<file path="config.mk">
export PLATFORM = sky130hd
export DESIGN_NAME = recursive_gaussian_line_filter
export DESIGN_NICKNAME = d
export VERILOG_FILES = /design/src/design/rglf_pkg.sv /design/src/design/rglf_ctrl.sv /design/src/design/rglf_datapath.sv /design/src/design/recursive_gaussian_line_filter.sv
export VERILOG_INCLUDE_DIRS = /design/src /design/src/design
export SDC_FILE = /design/constraint.sdc
export NUM_CORES = 2
export LEC_CHECK = 0
export BUFFER_PORTS_ARGS = -buffer_cell sky130_fd_sc_hd__buf_2
export CAP_MARGIN = 20
export CORE_MARGIN = 2
export CORE_UTILIZATION = 40
export DETAILED_ROUTE_END_ITERATION = 6
export MAX_ROUTING_LAYER = met4
export PLACE_DENSITY_LB_ADDON = 0.1
export SYNTH_ARGS = -nofsm -noshare
export SYNTH_HDL_FRONTEND = slang
export SYNTH_SLANG_ARGS = --single-unit
export TNS_END_PERCENT = 10
</file>
<file path="constraint.sdc">
create_clock -name clk -period 24.9 [get_ports clk]
set_clock_uncertainty 0.15 [all_clocks]
set_input_delay 4.98 -clock clk [delete_from_list [all_inputs] [get_ports clk]]
set_output_delay 4.98 -clock clk [all_outputs]
set_load 0.05 [all_outputs]
</file>
<file path="src/design/recursive_gaussian_line_filter_defines.svh">
// ----------------------------------------------------------------------------
// Recursive Gaussian line filter - assertion macros
// Shared checks on clk with disable on arst_n.
// ----------------------------------------------------------------------------
`ifndef RECURSIVE_GAUSSIAN_LINE_FILTER_DEFINES_SVH
`define RECURSIVE_GAUSSIAN_LINE_FILTER_DEFINES_SVH

// same-cycle implication
`define RGLF_ASSERT_IMP(lbl, ante, cons) \
	lbl: assert property (@(posedge clk) disable iff (!arst_n) (ante) |-> (cons)) \
		else $error("same-cycle check failed");

// next-cycle implication
`define RGLF_ASSERT_NXT(lbl, ante, cons) \
	lbl: assert property (@(posedge clk) disable iff (!arst_n) (ante) |=> (cons)) \
		else $error("next-cycle check failed");

`endif

</file>
<file path="src/design/rglf_pkg.sv">
// ----------------------------------------------------------------------------
// rglf_pkg
// Constants, command type and arithmetic helpers of the line filter.
// ----------------------------------------------------------------------------
`timescale 1ns / 1ps
`default_nettype none

package rglf_pkg;

	localparam int MAX_LINE = 64;
	localparam int IDX_W    = $clog2(MAX_LINE);

	localparam int X_W    = 16;            // sample width
	localparam int W_W    = 24;            // Q15.8 intermediates
	localparam int COEF_W = 20;            // Q3.16 coefficients
	localparam int PROD_W = COEF_W + W_W;
	localparam int ACC_W  = PROD_W + 2;
	localparam int SH_W   = ACC_W - 16;

	localparam logic [1:0] REG_GAIN_B    = 2'd0;
	localparam logic [1:0] REG_FEEDBACK1 = 2'd1;
	localparam logic [1:0] REG_FEEDBACK2 = 2'd2;
	localparam logic [1:0] REG_FEEDBACK3 = 2'd3;

	localparam logic signed [COEF_W-1:0] GAIN_B_RESET = COEF_W'(65536);

	localparam logic [1:0] SEL_GAIN = 2'd0;
	localparam logic [1:0] SEL_H0   = 2'd1;
	localparam logic [1:0] SEL_H1   = 2'd2;
	localparam logic [1:0] SEL_H2   = 2'd3;

	typedef struct packed {
		logic             take;      // item accepted this cycle
		logic             seed_f;    // first sample of a line
		logic             mode_b;    // anti-causal pass
		logic [1:0]       mul_sel;
		logic             mul_first;
		logic             acc_en;
		logic             commit;    // write result and shift history
		logic             seed_b;    // seed backward history from result
		logic [IDX_W-1:0] addr;
		logic             frd;
		logic             brd;
		logic             out_load;
		logic             out_last;
	} rglf_cmd_t;

	typedef struct packed {
		logic out_free;
	} rglf_sts_t;

	// (acc >>> 16) saturated to 24 bits; rounding constant already in acc
	function automatic logic signed [W_W-1:0] sat_w(input logic signed [ACC_W-1:0] acc);
		logic signed [SH_W-1:0] sh;
		logic [SH_W-W_W:0]      top;
		logic signed [W_W-1:0]  r;
		sh  = acc[ACC_W-1:16];
		top = sh[SH_W-1:W_W-1];
		if ((&top) || !(|top))
			r = sh[W_W-1:0];
		else if (sh[SH_W-1])
			r = {1'b1, {(W_W-1){1'b0}}};
		else
			r = {1'b0, {(W_W-1){1'b1}}};
		return r;
	endfunction

	function automatic logic signed [X_W-1:0] to_out(input logic signed [W_W-1:0] c);
		logic signed [W_W:0] s;
		logic [X_W:0]        t;
		logic signed [X_W-1:0] r;
		s = {c[W_W-1], c} + (W_W+1)'(128);
		t = s[W_W:8];
		if (t[X_W] == t[X_W-1])
			r = t[X_W-1:0];
		else if (t[X_W])
			r = {1'b1, {(X_W-1){1'b0}}};
		else
			r = {1'b0, {(X_W-1){1'b1}}};
		return r;
	endfunction

endpackage

`default_nettype wire

</file>
<file path="src/design/rglf_ctrl.sv">
// ----------------------------------------------------------------------------
// rglf_ctrl
// Sequencer: forward step per item, backward sweep and emit at line end.
// ----------------------------------------------------------------------------
`timescale 1ns / 1ps
`default_nettype none

module rglf_ctrl (
	input  wire                  clk,
	input  wire                  arst_n,
	input  wire                  s_tvalid,
	input  wire                  s_tlast,
	output logic                 s_tready,
	input  rglf_pkg::rglf_sts_t  sts,
	output rglf_pkg::rglf_cmd_t  cmd
);

	typedef enum logic [6:0] {
		S_IDLE   = 7'b0000001,
		S_MUL    = 7'b0000010,
		S_DRAIN  = 7'b0000100,
		S_COMMIT = 7'b0001000,
		S_BRD    = 7'b0010000,
		S_ERD    = 7'b0100000,
		S_ELD    = 7'b1000000
	} rglf_state_t;

	rglf_state_t                  state_q;
	logic [1:0]                   phase_q;
	logic                         bwd_q;
	logic                         end_q;
	logic [rglf_pkg::IDX_W-1:0]   cnt_q;
	logic [rglf_pkg::IDX_W-1:0]   idx_q;
	logic [rglf_pkg::IDX_W-1:0]   last_q;
	logic                         line_done;

	assign s_tready  = (state_q == S_IDLE);
	assign line_done = end_q || (cnt_q == rglf_pkg::IDX_W'(rglf_pkg::MAX_LINE - 1));

	always_comb begin
		cmd           = '0;
		cmd.mode_b    = bwd_q;
		cmd.addr      = bwd_q ? idx_q : cnt_q;
		cmd.mul_sel   = phase_q;
		case (state_q)
			S_IDLE: begin
				cmd.take   = s_tvalid;
				cmd.seed_f = (cnt_q == '0);
			end
			S_MUL: begin
				cmd.mul_first = (phase_q == 2'd0);
				cmd.acc_en    = (phase_q != 2'd0);
			end
			S_DRAIN: cmd.acc_en = 1'b1;
			S_COMMIT: begin
				cmd.commit = 1'b1;
				cmd.seed_b = !bwd_q && line_done;
			end
			S_BRD: cmd.frd = 1'b1;
			S_ERD: cmd.brd = 1'b1;
			S_ELD: begin
				cmd.out_load = sts.out_free;
				cmd.out_last = (idx_q == last_q);
			end
			default: cmd = '0;
		endcase
	end

	always_ff @(posedge clk or negedge arst_n) begin
		if (!arst_n) begin
			state_q <= S_IDLE;
			phase_q <= '0;
			bwd_q   <= 1'b0;
			end_q   <= 1'b0;
			cnt_q   <= '0;
			idx_q   <= '0;
			last_q  <= '0;
		end else begin
			case (state_q)
				S_IDLE: begin
					if (s_tvalid) begin
						end_q   <= s_tlast;
						bwd_q   <= 1'b0;
						phase_q <= '0;
						state_q <= S_MUL;
					end
				end
				S_MUL: begin
					phase_q <= phase_q + 2'd1;
					if (phase_q == 2'd3)
						state_q <= S_DRAIN;
				end
				S_DRAIN: state_q <= S_COMMIT;
				S_COMMIT: begin
					if (!bwd_q) begin
						if (line_done) begin
							last_q  <= cnt_q;
							idx_q   <= cnt_q;
							cnt_q   <= '0;
							bwd_q   <= 1'b1;
							state_q <= S_BRD;
						end else begin
							cnt_q   <= cnt_q + 1'b1;
							state_q <= S_IDLE;
						end
					end else if (idx_q == '0) begin
						state_q <= S_ERD;
					end else begin
						idx_q   <= idx_q - 1'b1;
						state_q <= S_BRD;
					end
				end
				S_BRD: begin
					phase_q <= '0;
					state_q <= S_MUL;
				end
				S_ERD: state_q <= S_ELD;
				S_ELD: begin
					if (sts.out_free) begin
						if (idx_q == last_q) begin
							state_q <= S_IDLE;
						end else begin
							idx_q   <= idx_q + 1'b1;
							state_q <= S_ERD;
						end
					end
				end
				default: state_q <= S_IDLE;
			endcase
		end
	end

endmodule

`default_nettype wire

</file>
<file path="src/design/rglf_datapath.sv">
// ----------------------------------------------------------------------------
// rglf_datapath
// Coefficients, shared multiply-accumulate, histories, line stores, output.
// ----------------------------------------------------------------------------
`timescale 1ns / 1ps
`default_nettype none

module rglf_datapath (
	input  wire                          clk,
	input  wire                          arst_n,
	input  wire                          cfg_we,
	input  wire  [1:0]                   cfg_index,
	input  wire  [rglf_pkg::COEF_W-1:0]  cfg_data,
	input  wire  [rglf_pkg::X_W-1:0]     s_tdata,
	output logic                         m_tvalid,
	input  wire                          m_tready,
	output logic [rglf_pkg::X_W-1:0]     m_tdata,
	output logic                         m_tlast,
	input  rglf_pkg::rglf_cmd_t          cmd,
	output rglf_pkg::rglf_sts_t          sts
);

	logic signed [rglf_pkg::COEF_W-1:0] gain_q, fb1_q, fb2_q, fb3_q;
	logic signed [rglf_pkg::W_W-1:0]    x_q;
	logic signed [rglf_pkg::W_W-1:0]    fh_q [3];
	logic signed [rglf_pkg::W_W-1:0]    bh_q [3];
	logic signed [rglf_pkg::W_W-1:0]    fwd_mem [rglf_pkg::MAX_LINE];
	logic signed [rglf_pkg::W_W-1:0]    bwd_mem [rglf_pkg::MAX_LINE];
	logic signed [rglf_pkg::W_W-1:0]    f_rd_q;
	logic signed [rglf_pkg::W_W-1:0]    b_rd_q;
	logic signed [rglf_pkg::PROD_W-1:0] mul_s1;
	logic signed [rglf_pkg::ACC_W-1:0]  acc_q;
	logic signed [rglf_pkg::COEF_W-1:0] coef_sel;
	logic signed [rglf_pkg::W_W-1:0]    op_sel;
	logic signed [rglf_pkg::W_W-1:0]    res;
	logic signed [rglf_pkg::W_W-1:0]    h0, h1, h2;
	logic                               m_tvalid_q;
	logic [rglf_pkg::X_W-1:0]           m_tdata_q;
	logic                               m_tlast_q;

	always_ff @(posedge clk or negedge arst_n) begin
		if (!arst_n) begin
			gain_q <= rglf_pkg::GAIN_B_RESET;
			fb1_q  <= '0;
			fb2_q  <= '0;
			fb3_q  <= '0;
		end else if (cfg_we) begin
			case (cfg_index)
				rglf_pkg::REG_GAIN_B:    gain_q <= cfg_data;
				rglf_pkg::REG_FEEDBACK1: fb1_q  <= cfg_data;
				rglf_pkg::REG_FEEDBACK2: fb2_q  <= cfg_data;
				rglf_pkg::REG_FEEDBACK3: fb3_q  <= cfg_data;
				default: ;
			endcase
		end
	end

	assign h0  = cmd.mode_b ? bh_q[0] : fh_q[0];
	assign h1  = cmd.mode_b ? bh_q[1] : fh_q[1];
	assign h2  = cmd.mode_b ? bh_q[2] : fh_q[2];
	assign res = rglf_pkg::sat_w(acc_q);

	always_comb begin
		case (cmd.mul_sel)
			rglf_pkg::SEL_GAIN: begin
				coef_sel = gain_q;
				op_sel   = cmd.mode_b ? f_rd_q : x_q;
			end
			rglf_pkg::SEL_H0: begin
				coef_sel = fb1_q;
				op_sel   = h0;
			end
			rglf_pkg::SEL_H1: begin
				coef_sel = fb2_q;
				op_sel   = h1;
			end
			rglf_pkg::SEL_H2: begin
				coef_sel = fb3_q;
				op_sel   = h2;
			end
			default: begin
				coef_sel = '0;
				op_sel   = '0;
			end
		endcase
	end

	// one product per cycle, registered before it is accumulated; acc starts at the rounding half
	always_ff @(posedge clk) begin
		mul_s1 <= coef_sel * op_sel;
		if (cmd.mul_first)
			acc_q <= rglf_pkg::ACC_W'(32768);
		else if (cmd.acc_en)
			acc_q <= acc_q + rglf_pkg::ACC_W'(mul_s1);
	end

	always_ff @(posedge clk or negedge arst_n) begin
		if (!arst_n) begin
			fh_q <= '{default: '0};
			bh_q <= '{default: '0};
		end else begin
			if (cmd.take && cmd.seed_f)
				fh_q <= '{default: {s_tdata, 8'h00}};
			else if (cmd.commit && !cmd.mode_b)
				fh_q <= '{res, fh_q[0], fh_q[1]};
			if (cmd.commit && cmd.seed_b)
				bh_q <= '{default: res};
			else if (cmd.commit && cmd.mode_b)
				bh_q <= '{res, bh_q[0], bh_q[1]};
		end
	end

	always_ff @(posedge clk) begin
		if (cmd.take)
			x_q <= {s_tdata, 8'h00};
	end

	always_ff @(posedge clk) begin
		if (cmd.commit && !cmd.mode_b)
			fwd_mem[cmd.addr] <= res;
		if (cmd.frd)
			f_rd_q <= fwd_mem[cmd.addr];
	end

	always_ff @(posedge clk) begin
		if (cmd.commit && cmd.mode_b)
			bwd_mem[cmd.addr] <= res;
		if (cmd.brd)
			b_rd_q <= bwd_mem[cmd.addr];
	end

	assign sts.out_free = !m_tvalid_q || m_tready;

	always_ff @(posedge clk or negedge arst_n) begin
		if (!arst_n)
			m_tvalid_q <= 1'b0;
		else if (cmd.out_load)
			m_tvalid_q <= 1'b1;
		else if (m_tready)
			m_tvalid_q <= 1'b0;
	end

	always_ff @(posedge clk) begin
		if (cmd.out_load) begin
			m_tdata_q <= rglf_pkg::to_out(b_rd_q);
			m_tlast_q <= cmd.out_last;
		end
	end

	assign m_tvalid = m_tvalid_q;
	assign m_tdata  = m_tdata_q;
	assign m_tlast  = m_tlast_q;

endmodule

`default_nettype wire

</file>
<file path="src/design/recursive_gaussian_line_filter.sv">
// ----------------------------------------------------------------------------
// recursive_gaussian_line_filter
// Third-order recursive Gaussian over one line of up to 64 signed samples.
// ----------------------------------------------------------------------------
// Items arrive one sample each, tlast on the last of a line (a line is cut
// after 64 samples). Each accepted item then runs its causal step:
// one shared 20x24 multiplier takes the four products in turn, then a drain
// and a write-back. At the end of a line the anti-causal pass runs over the
// forward store sample by sample, then the line is emitted in original
// order, each sample read from the backward store and loaded while the output
// is free. No input is taken during the backward pass and emit; the
// last output may still wait while the next line starts.
`timescale 1ns / 1ps
`default_nettype none

`include "recursive_gaussian_line_filter_defines.svh"

module recursive_gaussian_line_filter (
	input  wire                          clk,
	input  wire                          arst_n,
	input  wire                          s_tvalid,
	output logic                         s_tready,
	input  wire  [rglf_pkg::X_W-1:0]     s_tdata,   // sample_in
	input  wire                          s_tlast,   // line_end
	output logic                         m_tvalid,
	input  wire                          m_tready,
	output logic [rglf_pkg::X_W-1:0]     m_tdata,   // sample_out
	output logic                         m_tlast,   // last_out
	input  wire                          cfg_we,
	input  wire  [1:0]                   cfg_index,
	input  wire  [rglf_pkg::COEF_W-1:0]  cfg_data
);

	rglf_pkg::rglf_cmd_t cmd;
	rglf_pkg::rglf_sts_t sts;

	rglf_ctrl u_ctrl (
		.clk      (clk),
		.arst_n   (arst_n),
		.s_tvalid (s_tvalid),
		.s_tlast  (s_tlast),
		.s_tready (s_tready),
		.sts      (sts),
		.cmd      (cmd)
	);

	rglf_datapath u_dp (
		.clk       (clk),
		.arst_n    (arst_n),
		.cfg_we    (cfg_we),
		.cfg_index (cfg_index),
		.cfg_data  (cfg_data),
		.s_tdata   (s_tdata),
		.m_tvalid  (m_tvalid),
		.m_tready  (m_tready),
		.m_tdata   (m_tdata),
		.m_tlast   (m_tlast),
		.cmd       (cmd),
		.sts       (sts)
	);

	`RGLF_ASSERT_IMP(a_load_when_free, cmd.out_load, sts.out_free)
	`RGLF_ASSERT_NXT(a_busy_after_take, cmd.take, !s_tready)
	`RGLF_ASSERT_NXT(a_seed_starts_bwd, cmd.commit && cmd.seed_b, cmd.mode_b && !s_tready)
	`RGLF_ASSERT_IMP(a_no_take_in_bwd, cmd.mode_b && !s_tready, !cmd.take)

endmodule

`default_nettype wire

</file>
Word-level counts from Yosys, hierarchy flattened --
Memory sizes are Yosys's and may differ from the RTL's. A register that Yosys moved wholly into a read port is not among the register bits. Index checks and enable logic that the tools add are counted.
Storage, ports and cells: register bits 377, bits in latches 0, RAM bits 3072, bits in read-only memories 0, input bits 44, output and inout bits 19, word-level logic and storage cells 145, memories kept 2
Operators by class: add/subtract/negate cells 6, multiply operators 1, divide/modulo/power cells 0, magnitude comparators 0, equal/unequal tests 23, shift operators 0, muxes and demuxes 51, bitwise gates (word level) 1, reductions and logical operators 38
Memory list:
- u_dp.bwd_mem | words 64, width 24, rd ports 1, clocked after Yosys merged registers in 1, write ports 1, line rglf_datapath.sv:28 | logic signed [rglf_pkg::W_W-1:0] bwd_mem [rglf_pkg::MAX_LINE];
- u_dp.fwd_mem | words 64, width 24, rd ports 1, clocked after Yosys merged registers in 1, write ports 1, line rglf_datapath.sv:27 | logic signed [rglf_pkg::W_W-1:0] fwd_mem [rglf_pkg::MAX_LINE];
Operators by type and width (count):
- $mux 72 | 4
- $mux 24 | 6
- $pmux 24 s4 | 1
- $pmux 20 s4 | 1
- $mux 6 | 10
- $pmux 7 s7 | 1
- $add 46x44->46 | 1
- $mul 20x24->44 | 1
- $mux 16 | 2
- $mux 7 | 4
- $add 24x9->25 const B | 1
- $reduce_and 2->1 | 8
- $reduce_or 7->1 | 2
- $add 6x1->6 const B | 2
- $logic_not 6->1 | 2
- $mux 1 | 12
- $pmux 6 s2 | 1
- $reduce_bool 2->1 | 6
- $eq 2x2->1 const B | 5
- $mux 2 | 4
- $eq 7x1->1 const B | 1
- $eq 7x2->1 const B | 1
- $eq 7x3->1 const B | 1
- $eq 7x4->1 const B | 1
- 26 further kinds | 42

Longest topological paths before layout --
word-level depth 7, mapped depth 37, gate-level depth less buffers 34

Cells and area by module --
A second synthesis with hierarchy kept.
Unflattened totals: cell total of the unflattened synthesis 8850, area, all modules 132198.0 um2
By module, submodules not included:
- rglf_datapath | instances 1, cells each 8626, area each 130191.1 um2, sequential area each 88451.1 um2
- rglf_ctrl | instances 1, cells each 224, area each 2006.9 um2, sequential area each 726.9 um2

Least setup slack after synthesis --
OpenSTA, ideal clock, no wires.
path type reg-to-reg, start reg u_ctrl.state_q[2], end reg u_dp.mul_s1[43] (netlist name), setup time 0.072 ns, arrival time 8.889 ns, required time 24.678 ns, setup slack 15.789 ns, stages on the path, launching flop included 35, buffers on the path 5, period minus slack after synthesis 9.111 ns, cells stage by stage dfrtp_1 > buf_2 > or4_4 > buf_6 > or4b_4 > o21ai_2 > nor2_2 > buf_2 > buf_2 > buf_4 > a211oi_1 > nand2_1 > fa_1 > inv_1 > fa_1 > inv_1 > fa_1 > inv_1 > fa_1 > fa_1 > fa_1 > inv_1 > fa_1 > inv_1 > ha_1 > a21o_1 > a21oi_1 > o21ai_0 > a21o_1 > a221oi_1 > o221ai_1 > a211oi_1 > o21ai_0 > a21oi_1 > xnor2_1
On the way: cells in the longest elaborated chain, start to end 6, elaborated cells on any way between the ends 20, those cells by class 1 x mul; 10 x eq/ne; 7 x mux; 2 x reduce/logical
Ends and longest elaborated chain:
- from (decl) | line rglf_ctrl.sv:28 | rglf_state_t state_q;
- from (signal assigned) | line rglf_ctrl.sv:71 | state_q <= S_IDLE;
- from (signal assigned) | line rglf_ctrl.sv:85 | state_q <= S_MUL;
- from (signal assigned) | line rglf_ctrl.sv:91 | state_q <= S_DRAIN;
- $eq 7x1->1 (tied with other cells) | line rglf_ctrl.sv:45 | case (state_q)
- $reduce_or 7->1 (no line) (*)
- $mux 3 (*) | line rglf_ctrl.sv:45
- $eq 2x2->1 (tied with other cells) | line rglf_datapath.sv:64 | case (cmd.mul_sel)
- $pmux 20 s4 or $pmux 24 s4 (tied branches) | line rglf_datapath.sv:64
- $mul 20x24->44 (*) | line rglf_datapath.sv:90 | mul_s1 <= coef_sel * op_sel;
- to (signal assigned) | line rglf_datapath.sv:90
- to (decl) | line rglf_datapath.sv:31 | logic signed [rglf_pkg::PROD_W-1:0] mul_s1;
Every way passes the cells marked *; elsewhere a longest branch is shown, timed or not. A chain may end at the register's enable or synchronous reset.

Worst setup path in the final report --
start reg u_ctrl.state_q[6], end reg u_dp.mul_s1[43] (netlist name)
Same word-level chain as after synthesis.

==> results_dict.tcl <==
set metrics [dict create \
    status "complete, no violations" \
    end_kind "register" \
    holdPathEnd "u_dp.acc_q[11]$_SDFFE_PP0P_" \
    cts_made_buffers 334 \
    cts_root_buf "clkbuf_16" \
    synth_cells 9010 \
    dpl.cell_count 13200 \
    fin_setup_tns_ns 0 \
    place.port_buffers 62 \
    crit_top_cell "fa_1" \
    grt_max_degree 114 \
    rows 211 \
    io_pins 63 \
    cpMaxStageDelayCell "o32a_1" \
    reg2reg_slack_ns 13.83 \
    async_flop_share 0.0835 \
    ys_warn_count 0 \
    ys_ff_latch 3042 \
    synthToLayoutAreaGrowth_pct 13.0 \
    max_freq_ghz 0.0903 \
    die_h_um 580 \
    worst_path_largest_cell_delay_ns 0.71 \
    path_clk_slew_ns 0.06 \
    post_cts_resized 0 \
    fillCellCount 29100 \
    h-tree-depth 5 \
    cp-start-kind "register" \
    worst_ep_required_time_ns 25.51 \
    layout_common_cells "edfxtp_1 (2698), a22oi_1 (664), inv_1 (575), nand2_1 (550), fa_1 (493)" \
    grt_pass1_wl_mm 615 \
    dieArea_um2 336000 \
    hpwl_mm 265 \
    cp_num_buf_inv 4 \
    via_count 81400 \
    die_w_um 580 \
    track_usage 0.260 \
    wl_per_cell_um 31.3 \
    cts_tree "yes" \
    layout.cells.non_filler 13800 \
    ys.flop_type "edfxtp_1" \
    core_um2 330000 \
    slew_headroom 0.161 \
    overflow 0 \
    crit_fanout 32 \
    grt_pass1_vias 79600 \
    start_util 0.402 \
    dr.pass1.iters 6 \
    viasPerCell 5.88 \
    synth_area_um2 133000 \
    reg2reg_to "u_dp.mul_s1[43]$_DFF_P_" \
    finalHoldViolations 0 \
    hold_buffers 0 \
    clock-sinks 3042 \
    final_nets 9888 \
    cts_buffer_depth 4 \
    drive_gt1_frac 0.130 \
    yosysSeqAreaShare 0.672 \
    r2r_cells 30 \
    crit_arrival_ns 11.68 \
    place_congestion 0.893 \
    antenna_found_initial 31 \
    drt-initial-drc-count 8476 \
    min_path_type "reg2reg" \
    r2r-start "u_ctrl.state_q[6]$_DFFE_PN0P_" \
    routed_wl_mm 433 \
    max_cap_viol_count 0 \
    post_cts_buffers 0 \
    setup_viol 0 \
    syn_avg_cell_area_um2 14.7 \
    hp-start "u_dp.acc_q[11]$_SDFFE_PP0P_" \
    synth_edf_count 2698 \
    drt.antenna.violating_nets 0 \
    drcViolationCount 0 \
    setup.worst_path.class "reg2reg" \
    holdPathStages 2 \
    tightest_slew_ns 1.25 \
    syn-num-nets 9714 \
    layout_commonest_cell "edfxtp_1" \
    critPathTopFamily "adder cells" \
    clock_latency_ns 0.93 \
    fin_crit_sh 0.445 \
    grt_setup_unrepaired "no" \
    slew_violations 0 \
    synth_cell_types 89 \
    min_period_ns 11.07 \
]
==> final cells by class <==
class / instances / area (µm²) / area share
clock buffer: 431 / 8980 / 0.0599
clock inverter: 171 / 1540 / 0.0102
sequential: 3042 / 89200 / 0.595
inverter: 601 / 2300 / 0.0153
antenna: 11 / 27.5 / 0.000184
timing repair buffer: 391 / 3160 / 0.0211
tap: 4366 / 5460 / 0.0364
multi-input combinational: 4814 / 39200 / 0.262
==> how the worst max path moves through the flow <==
stage | startpoint | end | slack [ns] | cells past startpoint
after CTS | u_ctrl.state_q[6]$_DFFE_PN0P_ | u_dp.mul_s1[43]$_DFF_P_ | 13.85 | 30
after global routing | u_ctrl.state_q[6]$_DFFE_PN0P_ | u_dp.mul_s1[43]$_DFF_P_ | 13.28 | 30
final | u_ctrl.state_q[6]$_DFFE_PN0P_ | u_dp.mul_s1[43]$_DFF_P_ | 13.83 | 30
after floorplan | u_ctrl.state_q[2]$_DFFE_PN0P_ | u_dp.mul_s1[43]$_DFF_P_ | 15.79 | 34
after global placement | u_ctrl.state_q[6]$_DFFE_PN0P_ | u_dp.mul_s1[43]$_DFF_P_ | 13.85 | 32
after detailed placement | u_ctrl.state_q[6]$_DFFE_PN0P_ | u_dp.mul_s1[43]$_DFF_P_ | 13.90 | 30
==> registers in the layout, summed over array words and instances (netlist names), 2 cells and up <==
| register | flops |
|---|---|
| u_ctrl.cnt_q | 6 |
| u_ctrl.idx_q | 6 |
| u_ctrl.last_q | 6 |
| u_ctrl.phase_q | 2 |
| u_ctrl.state_q | 7 |
| u_dp.acc_q | 46 |
| u_dp.b_rd_q | 17 |
| u_dp.bh_q | 72 |
| u_dp.bwd_mem | 1088 |
| u_dp.f_rd_q | 24 |
| u_dp.fb1_q | 20 |
| u_dp.fb2_q | 20 |
| u_dp.fb3_q | 20 |
| u_dp.fh_q | 72 |
| u_dp.fwd_mem | 1536 |
| u_dp.gain_q | 20 |
| u_dp.m_tdata | 16 |
| u_dp.mul_s1 | 44 |
| u_dp.x_q | 16 |
==> metrics by stage <==
stage          area [µm²]  worst slack (ns)  utilization  hold WS (ns)
5_1_grt            150000             13.28        0.454         0.327
6_report           150000             13.83        0.454         0.308
3_5_place_dp       139000             13.90        0.421         0.300
4_1_cts            150000             13.85        0.453         0.308
3_3_place_gp       139000             13.85        0.421         0.293
2_1_floorplan      133000             15.79            -         0.286
==> kinds of logic (layout without fill, tap and decap cells) <==
group           Yosys count  count (layout)  synth area share
flops                  3042            3042             0.672
compound gates         2389            2389             0.131
simple gates           1496            1496            0.0483
buf+inv                1154            1594            0.0371
fa+ha+maj               660             660            0.0901
mux                     165             165            0.0139
xor+xnor                104             104           0.00687
other cells               0              11                 0
==> layer usage <==
layer	global-route usage	wire, µm
met1	0.370	193000
met2	0.399	202000
met3	0.0345	28300
met4	0.0585	9880
met5	-	0
==> synthesized netlist by cell type (29+ instances only) <==
| cell | count | area (µm²) |
|---|---|---|
| mux2i_1 | 36 | 360 |
| nor2_1 | 584 | 2190 |
| nand4_1 | 31 | 194 |
| a211oi_1 | 34 | 255 |
| ha_1 | 167 | 2090 |
| a221oi_1 | 355 | 3110 |
| a21oi_1 | 305 | 1530 |
| xor2_1 | 29 | 254 |
| xnor2_1 | 75 | 657 |
| inv_1 | 598 | 2240 |
| buf_2 | 304 | 1520 |
| dfxtp_1 | 90 | 1800 |
| a31oi_1 | 298 | 1860 |
| edfxtp_1 | 2698 | 81000 |
| a22oi_1 | 664 | 4980 |
| mux2_2 | 126 | 1420 |
| buf_4 | 43 | 323 |
| nand3_1 | 138 | 691 |
| dfrtp_1 | 252 | 6310 |
| nand2_1 | 557 | 2090 |
| o21ai_0 | 174 | 871 |
| nor4_1 | 33 | 206 |
| fa_1 | 493 | 9870 |
| clkbuf_1 | 184 | 691 |
| a22o_1 | 320 | 2800 |
| a21o_1 | 49 | 368 |
==> worst reg2reg max path, delay by kind of cell (launching register included) <==
kind	cells	cell delay, ns
compound gates	11	3.49
xor+xnor	1	0.08
fa+ha+maj	8	3.82
buf+inv	4	0.19
flops	1	0.44
mux	1	0.37
simple gates	5	2.37
Power is left out: the tool's default activity adds up to more than one toggle a clock period on the data nets, which glitch-free logic cannot reach.
